[config.mk]
export PLATFORM = sky130hd
export DESIGN_NAME = sumt_ctrl
export DESIGN_NICKNAME = d
export VERILOG_FILES = /design/src/sv/sumt_pkg.sv /design/src/sv/sumt_ctrl.sv
export SDC_FILE = /design/constraint.sdc
export NUM_CORES = 1
export LEC_CHECK = 0
export ABC_CLOCK_PERIOD_IN_PS = 1500
export BUFFER_PORTS_ARGS = -buffer_cell sky130_fd_sc_hd__buf_2
export CAP_MARGIN = 25
export CELL_PAD_IN_SITES_DETAIL_PLACEMENT = 0
export CELL_PAD_IN_SITES_GLOBAL_PLACEMENT = 2
export CORE_AREA = 2 2 39 41
export CTS_BUF_LIST = sky130_fd_sc_hd__clkbuf_4 sky130_fd_sc_hd__clkbuf_8 sky130_fd_sc_hd__clkbuf_16
export CTS_CLUSTER_SIZE = 24
export DETAILED_ROUTE_END_ITERATION = 10
export DIE_AREA = 0 0 41 43
export PLACE_DENSITY = 0.72
export SETUP_SLACK_MARGIN = 0.02
export SYNTH_ARGS = -nofsm -noshare
export SYNTH_HDL_FRONTEND = slang
export SYNTH_SLANG_ARGS = --single-unit
[constraint.sdc]
create_clock -name clock -period 1.5 [get_ports clock]
set_input_delay 0.225 -clock clock [delete_from_list [all_inputs] [get_ports clock]]
set_output_delay 0.225 -clock clock [all_outputs]
set_load 0.005 [all_outputs]
[src/sv/sumt_pkg.sv]
// Shared types and codes for the set union and membership table.
// Used by sumt_ctrl, sumt_dpath and set_union_membership_table; depends on nothing.

package sumt_pkg;

   typedef logic [2:0] action_type;
   typedef logic [1:0] status_type;

   localparam action_type ACT_CLEAR      = 3'd0;
   localparam action_type ACT_ADD_FIRST  = 3'd1;
   localparam action_type ACT_ADD_SECOND = 3'd2;
   localparam action_type ACT_QUERY      = 3'd3;
   localparam action_type ACT_READ       = 3'd4;

   localparam status_type ST_OK         = 2'd0;
   localparam status_type ST_FULL       = 2'd1;
   localparam status_type ST_PAST_COUNT = 2'd2;
   localparam status_type ST_ORDER      = 2'd3;

   localparam int VALUE_W = 32;
   localparam int INDEX_W = 8;
   localparam int COUNT_W = 9;

   // Commands from the controller to the datapath.
   typedef struct packed {
      logic latch;       // capture the request beat, start a new item
      logic scan_step;   // issue the next scan read
      logic read_entry;  // read the entry at the requested index
      logic finish;      // apply the action and load the response register
   } dp_cmd_type;

   // Status from the datapath to the controller.
   typedef struct packed {
      logic scan_done;   // every entry below the scan limit has been issued
      logic out_free;    // the response register can take a beat this cycle
   } dp_stat_type;

endpackage

[src/sv/sumt_ctrl.sv]
// Controller for the set union and membership table: sequences one item at a time.
// Depends on sumt_pkg for the action codes and the command and status structs.

module sumt_ctrl (
   input  logic                clock,
   input  logic                reset,
   input  logic                req_valid,
   output logic                req_stall,
   input  sumt_pkg::action_type req_action,
   input  sumt_pkg::dp_stat_type stat,
   output sumt_pkg::dp_cmd_type  cmd
);

   typedef enum logic [1:0] {
      S_IDLE,
      S_SCAN,
      S_READ,
      S_FINISH
   } state_type;

   state_type state_ff;
   state_type state_in;

   always_comb begin
      state_in       = state_ff;
      cmd            = '0;
      req_stall      = 1'b1;
      unique case (state_ff)
         S_IDLE: begin
            req_stall = 1'b0;
            if (req_valid) begin
               cmd.latch = 1'b1;
               unique case (req_action)
                  sumt_pkg::ACT_ADD_SECOND,
                  sumt_pkg::ACT_QUERY: state_in = S_SCAN;
                  sumt_pkg::ACT_READ:  state_in = S_READ;
                  default:             state_in = S_FINISH;
               endcase
            end
         end
         S_SCAN: begin
            cmd.scan_step = 1'b1;
            if (stat.scan_done) begin
               state_in = S_FINISH;
            end
         end
         S_READ: begin
            cmd.read_entry = 1'b1;
            state_in       = S_FINISH;
         end
         S_FINISH: begin
            cmd.finish = stat.out_free;
            if (stat.out_free) begin
               state_in = S_IDLE;
            end
         end
         default: begin
            state_in = S_IDLE;
         end
      endcase
   end

   always_ff @(posedge clock) begin
      if (reset) begin
         state_ff <= S_IDLE;
      end else begin
         state_ff <= state_in;
      end
   end

endmodule

# Word-level counts from Yosys, hierarchy flattened
# Cells that the tools add are included.
[classes]
reduce_logical = 3
eq_ne = 9
n_mux = 11
[op_table]
columns = ["cell", "n"]
rows = [
  ["$pmux W2 S4", 1],
  ["$eq A3 B2 Y1 const B", 2],
  ["$mux W1", 6],
  ["$mux W2", 3],
  ["$ne A2 B2 Y1 const B", 3],
  ["$eq A2 B2 Y1 const B", 2],
  ["$pmux W2 S2", 1],
  ["$eq A3 B3 Y1 const B", 1],
  ["$reduce_and A3 Y1", 1],
  ["$eq A2 B1 Y1 const B", 1],
  ["$logic_not A2 Y1", 1],
  ["$reduce_or A2 Y1", 1],
]
[totals]
register_bits = 2
inputBits = 8
word_cells = 24

# Depth between registers and ports, before layout
# Gate-level depths: netlist (run 1).
[depth]
ltp_word = 5
depth_mapped = 5
mapped_depth_nobuf = 5

# Worst setup path after synthesis (run 1)
# OpenSTA, ideal clock, no wires.
[synth_path]
kind = "register -> register"
from = "register state_ff[0]"
to = "register state_ff[1]"
path_stages_with_launch = 6
path_buffers = 0
setup_ns = 0.141
setup_slack_ns = 0.134
required_ns = 1.359
arrival_ns = 1.226
path_cell_list = "dfxtp_1 inv_1 ha_1 nor2b_1 a2111oi_2 a221oi_1"
[synth_via]
elab_chain_cells = 3
word_cells_on_any_way = 9
classes_between = "eq/ne: 6; mux: 1; reduce/logical: 2"
[synth_rtl]
columns = ["item", "line_no", "rtl"]
rows = [
  ["start, declared", "sumt_ctrl.sv:21", "state_type state_ff;"],
  ["start signal, assigned", "sumt_ctrl.sv:67", "state_ff <= state_in;"],
  ["$eq A2 B1 Y1, or another cell as far along", "sumt_ctrl.sv:28", "unique case (state_ff)"],
  ["$ne A2 B2 Y1 (no source line)", "n/a", ""],
  ["$reduce_and A3 Y1 (no source line)", "n/a", ""],
]
# Parallel ways exist; a longest one is shown, timed or not.
# A chain may end at the register's enable or synchronous reset.

# Worst setup path in the final report (run 1)
[layout_path]
from = "register state_ff[1]"
to = "register state_ff[0]"
# The elaborated chain is that of the path after synthesis.

==> results of run 1 <==
## report_power, final
| group | internal [W] | leakage (nW) | total (W) | switching [W] |
|---|---|---|---|---|
| clock | 0.0000878 | 0.0138 | 0.000114 | 0.0000258 |
| combinational | 0.000184 | 0.146 | 0.000354 | 0.000170 |
| sequential | 0.0000790 | 0.0169 | 0.0000962 | 0.0000172 |
## final cells by class
cell class	count	area, um2
fillers	153	1050
well taps	16	20.0
flip-flops and latches	2	41.3
repair buffers	13	67.6
inverters	5	18.8
multi-input cells	15	165
clock buffers	3	22.5
## logic make-up after synthesis
| kind of cell | after synthesis | synth area share (%) |
|---|---|---|
| AO/OA/AOI/OAI | 6 | 29.9 |
| AND/OR/NAND/NOR | 5 | 18.0 |
| adder cells (fa/ha/maj) | 4 | 24.0 |
| flip-flops | 2 | 19.2 |
| buffers and inverters | 5 | 8.98 |
## cells in the final DEF, fill, tap and decap left out, drive strengths merged
master / instances
a221oi: 2
buf: 13
a211o: 1
inv: 5
clkbuf: 3
o31ai: 1
a21o: 1
and2: 1
nor2b: 3
ha: 4
nor2: 1
dfxtp: 2
a2111oi: 1
## path summary, 6_finish.rpt
check,slack (ps),cells after the start,from,end
hold / removal,190,2,reset,state_ff[0]$_SDFFE_PP0P_
setup reg to reg,130,5,state_ff[1]$_SDFFE_PP0P_,state_ff[0]$_SDFFE_PP0P_
hold reg to reg,550,2,state_ff[1]$_SDFFE_PP0P_,state_ff[1]$_SDFFE_PP0P_
setup / recovery,130,5,state_ff[1]$_SDFFE_PP0P_,state_ff[0]$_SDFFE_PP0P_
## metal layers
| layer | vias up | wire length [um] |
|---|---|---|
| met5 | - | 0 |
| met4 | 0 | 6 |
| met3 | 2 | 34 |
| met2 | 8 | 211 |
| met1 | 91 | 209 |
| li1 | 110 | - |
## worst register-to-register path: stages (launching register included)
cell and delay, ps:
dfxtp_2 330, inv_1 70, ha_1 180, nor2b_1 160, a211o_1 260, a221oi_2 270
## through the flow
stage          total power [W]  instances
6_report              0.000564         54
5_1_grt               0.000627         54
4_1_cts               0.000540         54
3_5_place_dp          0.000418         51
3_3_place_gp          0.000419         51
2_1_floorplan         0.000314         22
## timing repair
| item | CTS | global route |
|---|---|---|
| endpoints found under the setup margin | 0 | 2 |
| resized for setup | 0 | 3 |
| hold endpoints to repair | 0 | 0 |
==> summary.txt, run 1 <==
Outcome
  – Outcome: complete, no violations

Worst setup path
  – Crit-path max cell delay: roughly 330 ps
  – Kind of end point of the critical path: flop
  – WP buf/inv: 1
  – Req. time, crit path: between 1500 and 2000 ps
  – Max FO, Critical Path: 3
  – CP Data Arrival Time: 1500 ps
  – CP Cell Sequence: inv_1 -> ha_1 -> nor2b_1 -> a211o_1 -> a221oi_2
  – CP Class: reg2reg
  – Slowest cell on crit path: dfxtp_2
  – Startpoint type of the worst setup path: flop
  – Top Family by Delay on Critical Path: compound AO/OA/AOI/OAI gates

Finish
  – Max FFs per register: 2
  – Final core occ: ~24%
  – Fraction of layout cells with a size suffix above 1: approximately 63%
  – Diode count: 0
  – # nets final: 52
  – Final instance area: 335 um2
  – Area grow syn2layout: 60.5%
  – Top reg by flops: state_ff
  – Top flop regs: state_ff: 2 flops

Die
  – IO Pins: 13
  – Die Wd: 41 um
  – Core box area: about 1400 um2
  – Die height: roughly 43 um
  – Die area: about 1800 um2
  – Starting Density: about 15%
  – Rows: 14

Clock tree
  – Max Root-Sink Buffers: 2
  – CTS H-tree lvls: 1
  – CTS tree: yes
  – Hold-fix buffer count after cts: 0
  – Clk slew on worst S/H paths: 30 ps
  – CTS Buf Count: 3
  – Clock sinks: 2
  – Worst-Skew Late Latency: between 200 and 250 ps
  – Root Buffer: clkbuf_4
  – Post-CTS Setup Bufs: 0

GRT
  – GRT met3 Usage: 6.28%
  – GR Overflow Total: 0
  – Pin count of the biggest net entering global routing: 6
  – Number of global-route vias before repair: approximately 200
  – GRT Util Overall: a little over 7%
  – First-pass GRT wire length: 765 um
  – Gr busiest metal: met2
  – Antenna violations before repair: 0
  – GRT met1 Usage: about 7.0%
  – Met2 GRT Util: 8.75%

Timing
  – Final min period: 1370 ps
  – Hold violation total from the final report: 0
  – Max-slew violation count: 0
  – Tcrit/Tclk final: just over 90%
  – Slew @ Worst Pin: 304 ps
  – Setup repair after global routing missed its margin: yes
  – Maximum clock rate: roughly 0.73 GHz
  – Setup tns final: 0 ps
  – Worst hold margin: around 190 ps
  – Setup slack after layout: 131 ps
  – Worst rel slew slack: about four fifths
  – Final setup viols: 0
  – Clock Skew: 3.44 ps

Synthesis
  – Syn Inst Count: 22
  – Register area share after synthesis: 19.2%
  – FF+latch count, synth: 2
  – Async set-reset flop share out of synthesis: 0%
  – Mapped Area: 209 um2
  – Synth top area share: a little under a quarter
  – Area leader, netlist: ha_1
  – Mean post-synth cell area: between 9 and 10 um2
  – Synth cell count leaders: ha_1 (4), inv_1 (3), dfxtp_1 (2), inv_2 (2), nor2b_1 (2)
  – Syn. warnings: 0
  – Synth Flop Type: dfxtp_1
  – Most common cell in the netlist: ha_1
  – Syn_nets: 34
  – Dominant cells by area after synthesis: ha_1 (24%), dfxtp_1 (19%), a2111oi_2 (7.2%), a221oi_2 (7.2%), nor2b_4 (6.6%)
  – Post-synth EDFFs: 0
  – Netlist cell types: 14

Job
  – MaxCap Viol Count: 0

Drt
  – DRT iter0 DRCs: 6
  – Routed len/inst: 8.54 um
  – Routed vias: 211
  – Remaining antenna violation count after routing: 0
  – Drt drc: 0
  – 1st-pass router iterations: 4
  – Via/cell ratio: 3.91
  – Routed WL: 461 um

Place
  – Hpwl dp: approximately 390 um
  – Port bufs: 12
  – Worst slack, placed: around 55 ps
  – Final GP Congestion: 0.677
  – Area post-placement: between 200 and 300 um2

Pwr
  – Maximum VDD drop: between 0.4 and 0.5 mV
  – Leak: between 0.15 and 0.2 nW
  – PwrDens: 1680 nW/um2

Worst hold path
  – Hold Crit Class: in2reg
Power figures use the tool's default switching activity.
==> inputs of run 2 (changes only) <==
==> constraint.sdc (replaced) <==
create_clock -name clock -period 1.5 [get_ports clock]
set_input_delay 0.225 -clock clock [delete_from_list [all_inputs] [get_ports clock]]
set_output_delay 0.225 -clock clock [all_outputs]
set_load 0.1 [all_outputs]
==> summary.txt, run 2 (synthesized netlist as in run 1, its figures left out) <==
Finish
  – Final instance area: between 400 and 500 um2
  – Most frequent cells in the layout: buf_2 (7), buf_12 (5), buf_4 (4)
  – # nets final: 55
  – Top flop regs: state_ff: 2 flops
  – Multi-input gate area in the final layout: 198 um2
  – Most common cell after layout, fill and taps aside: buf_2
  – Max FFs per register: 2
  – Area grow syn2layout: 125%
  – Diode count: 0
  – Reg area: approximately 41 um2
  – Top reg by flops: state_ff
  – Fraction of layout cells with a size suffix above 1: roughly four fifths
  – Fill count: 153

Die
  – Starting Density: between 10% and 20%
  – Die Wd: 41 um
  – Core box area: roughly 1400 um2
  – Die height: ~43 um
  – IO Pins: 13
  – Rows: 14
  – Die area: around 1800 um2

Timing
  – Tcrit/Tclk final: 94.6%
  – Clock Skew: around 0.88 ps
  – Final setup viols: 0
  – Setup slack after layout: 81.2 ps
  – Worst rel slew slack: between 70% and 80%
  – Final min period: between 1000 and 1500 ps
  – Setup tns final: 0 ps
  – Maximum clock rate: 0.705 GHz
  – Setup repair after global routing missed its margin: no
  – Hold violation total from the final report: 0
  – Slew @ Worst Pin: a little over 300 ps
  – Max-slew violation count: 0

Worst hold path
  – Hold Crit Class: in2reg
  – Worst min-delay path startpoint: reset
  – Worst Hold Depth: 2

GRT
  – Antenna violations before repair: 0
  – Met2 GRT Util: approximately 11%
  – Pin count of the biggest net entering global routing: 6
  – First-pass GRT wire length: ~900 um
  – GR Overflow Total: 0
  – Number of global-route vias before repair: about 240
  – GRT Util Overall: 7.62%
  – GRT met3 Usage: 4.71%
  – Gr busiest metal: met2
  – GRT met1 Usage: a little over 9%

Drt
  – Routed vias: roughly 230
  – 1st-pass router iterations: 2
  – Routed WL: approximately 520 um
  – Via/cell ratio: between 3 and 4
  – Routed len/inst: between 9 and 10 um
  – Drt drc: 0
  – Remaining antenna violation count after routing: 0
  – DRT iter0 DRCs: 1

Clock tree
  – Worst-Skew Late Latency: about 220 ps
  – Max Root-Sink Buffers: 2
  – Clock sinks: 2
  – Post-CTS Setup Bufs: 0
  – Hold-fix buffer count after cts: 0
  – CTS tree: yes
  – Root Buffer: clkbuf_4
  – CTS H-tree lvls: 1
  – Clk slew on worst S/H paths: roughly 30 ps
  – CTS Buf Count: 3

Job
  – MaxCap Viol Count: 0

Place
  – Area post-placement: between 400 and 500 um2
  – Final GP Congestion: between 0.6 and 0.7
  – Port bufs: 12
  – Worst slack, placed: about 0.7 ps
  – Hpwl dp: approximately 460 um

Worst setup path
  – CP Data Arrival Time: 1190 ps
  – R2r worst-path depth: 5
  – Startpoint type of the worst setup path: flop
  – Max FO, Critical Path: 2
  – Req. time, crit path: ~1300 ps
  – CP startpoint: state_ff[1]$_SDFFE_PP0P_
  – Worst reg2reg path startpoint: state_ff[1]$_SDFFE_PP0P_
  – CP Class: reg2out
  – Kind of end point of the critical path: primary output

Outcome
  – Outcome: complete, no violations
## run 2: cell types whose count changed in the layout (fill, tap and decap cells not counted), moves of 2 or more
cell    previous run  this run
buf_4              1         4
inv_1              3         1
buf_2             12         7
ha_4               0         2
buf_12             0         5
## run 2: critical path: stages, from the launching register on
cell and delay, ps:
dfxtp_1 310, buf_4 130, ha_1 180, and2_2 190, buf_12 160
## run 2: area by class of cell
type / instances / share of cell area (%)
Clock buffer: 3 / 4.79
Inverter: 5 / 5.05
Multi-Input combinational cell: 15 / 42.0
Sequential cell: 2 / 8.78
Tap cell: 16 / 4.26
Timing Repair Buffer: 16 / 35.1
## run 2: per-stage QoR
step | instances | hold slack [ps] | util, %
2_1_floorplan | 22 | 291 | -
3_3_place_gp | 54 | 414 | 31.2
3_5_place_dp | 54 | 410 | 31.2
4_1_cts | 57 | 163 | 34.0
5_1_grt | 57 | 178 | 34.0
6_report | 57 | 175 | 34.0
## run 2: layer usage
metal / part of all wire (%) / wire [um]
met5: 0 / 0
met4: 0 / 0
met3: 6.2 / 32
met2: 44 / 226
met1: 50 / 260
## run 2: path summary, 6_finish.rpt
kind         slack (ps)                        to
min                 180  state_ff[0]$_SDFFE_PP0P_
max                  80                    cmd[0]
max reg2reg          80  state_ff[0]$_SDFFE_PP0P_
min reg2reg         610  state_ff[0]$_SDFFE_PP0P_
## run 2: what timing repair did
action                     CTS  global route
gates resized for setup      5             0
hold endpoints to repair     0             0
setup endpoints to repair    1             1
pin swaps                    2             1
Power of run 2 is not shown: default switching activity piles up to over one toggle a cycle in this logic, so the estimate is an artifact.
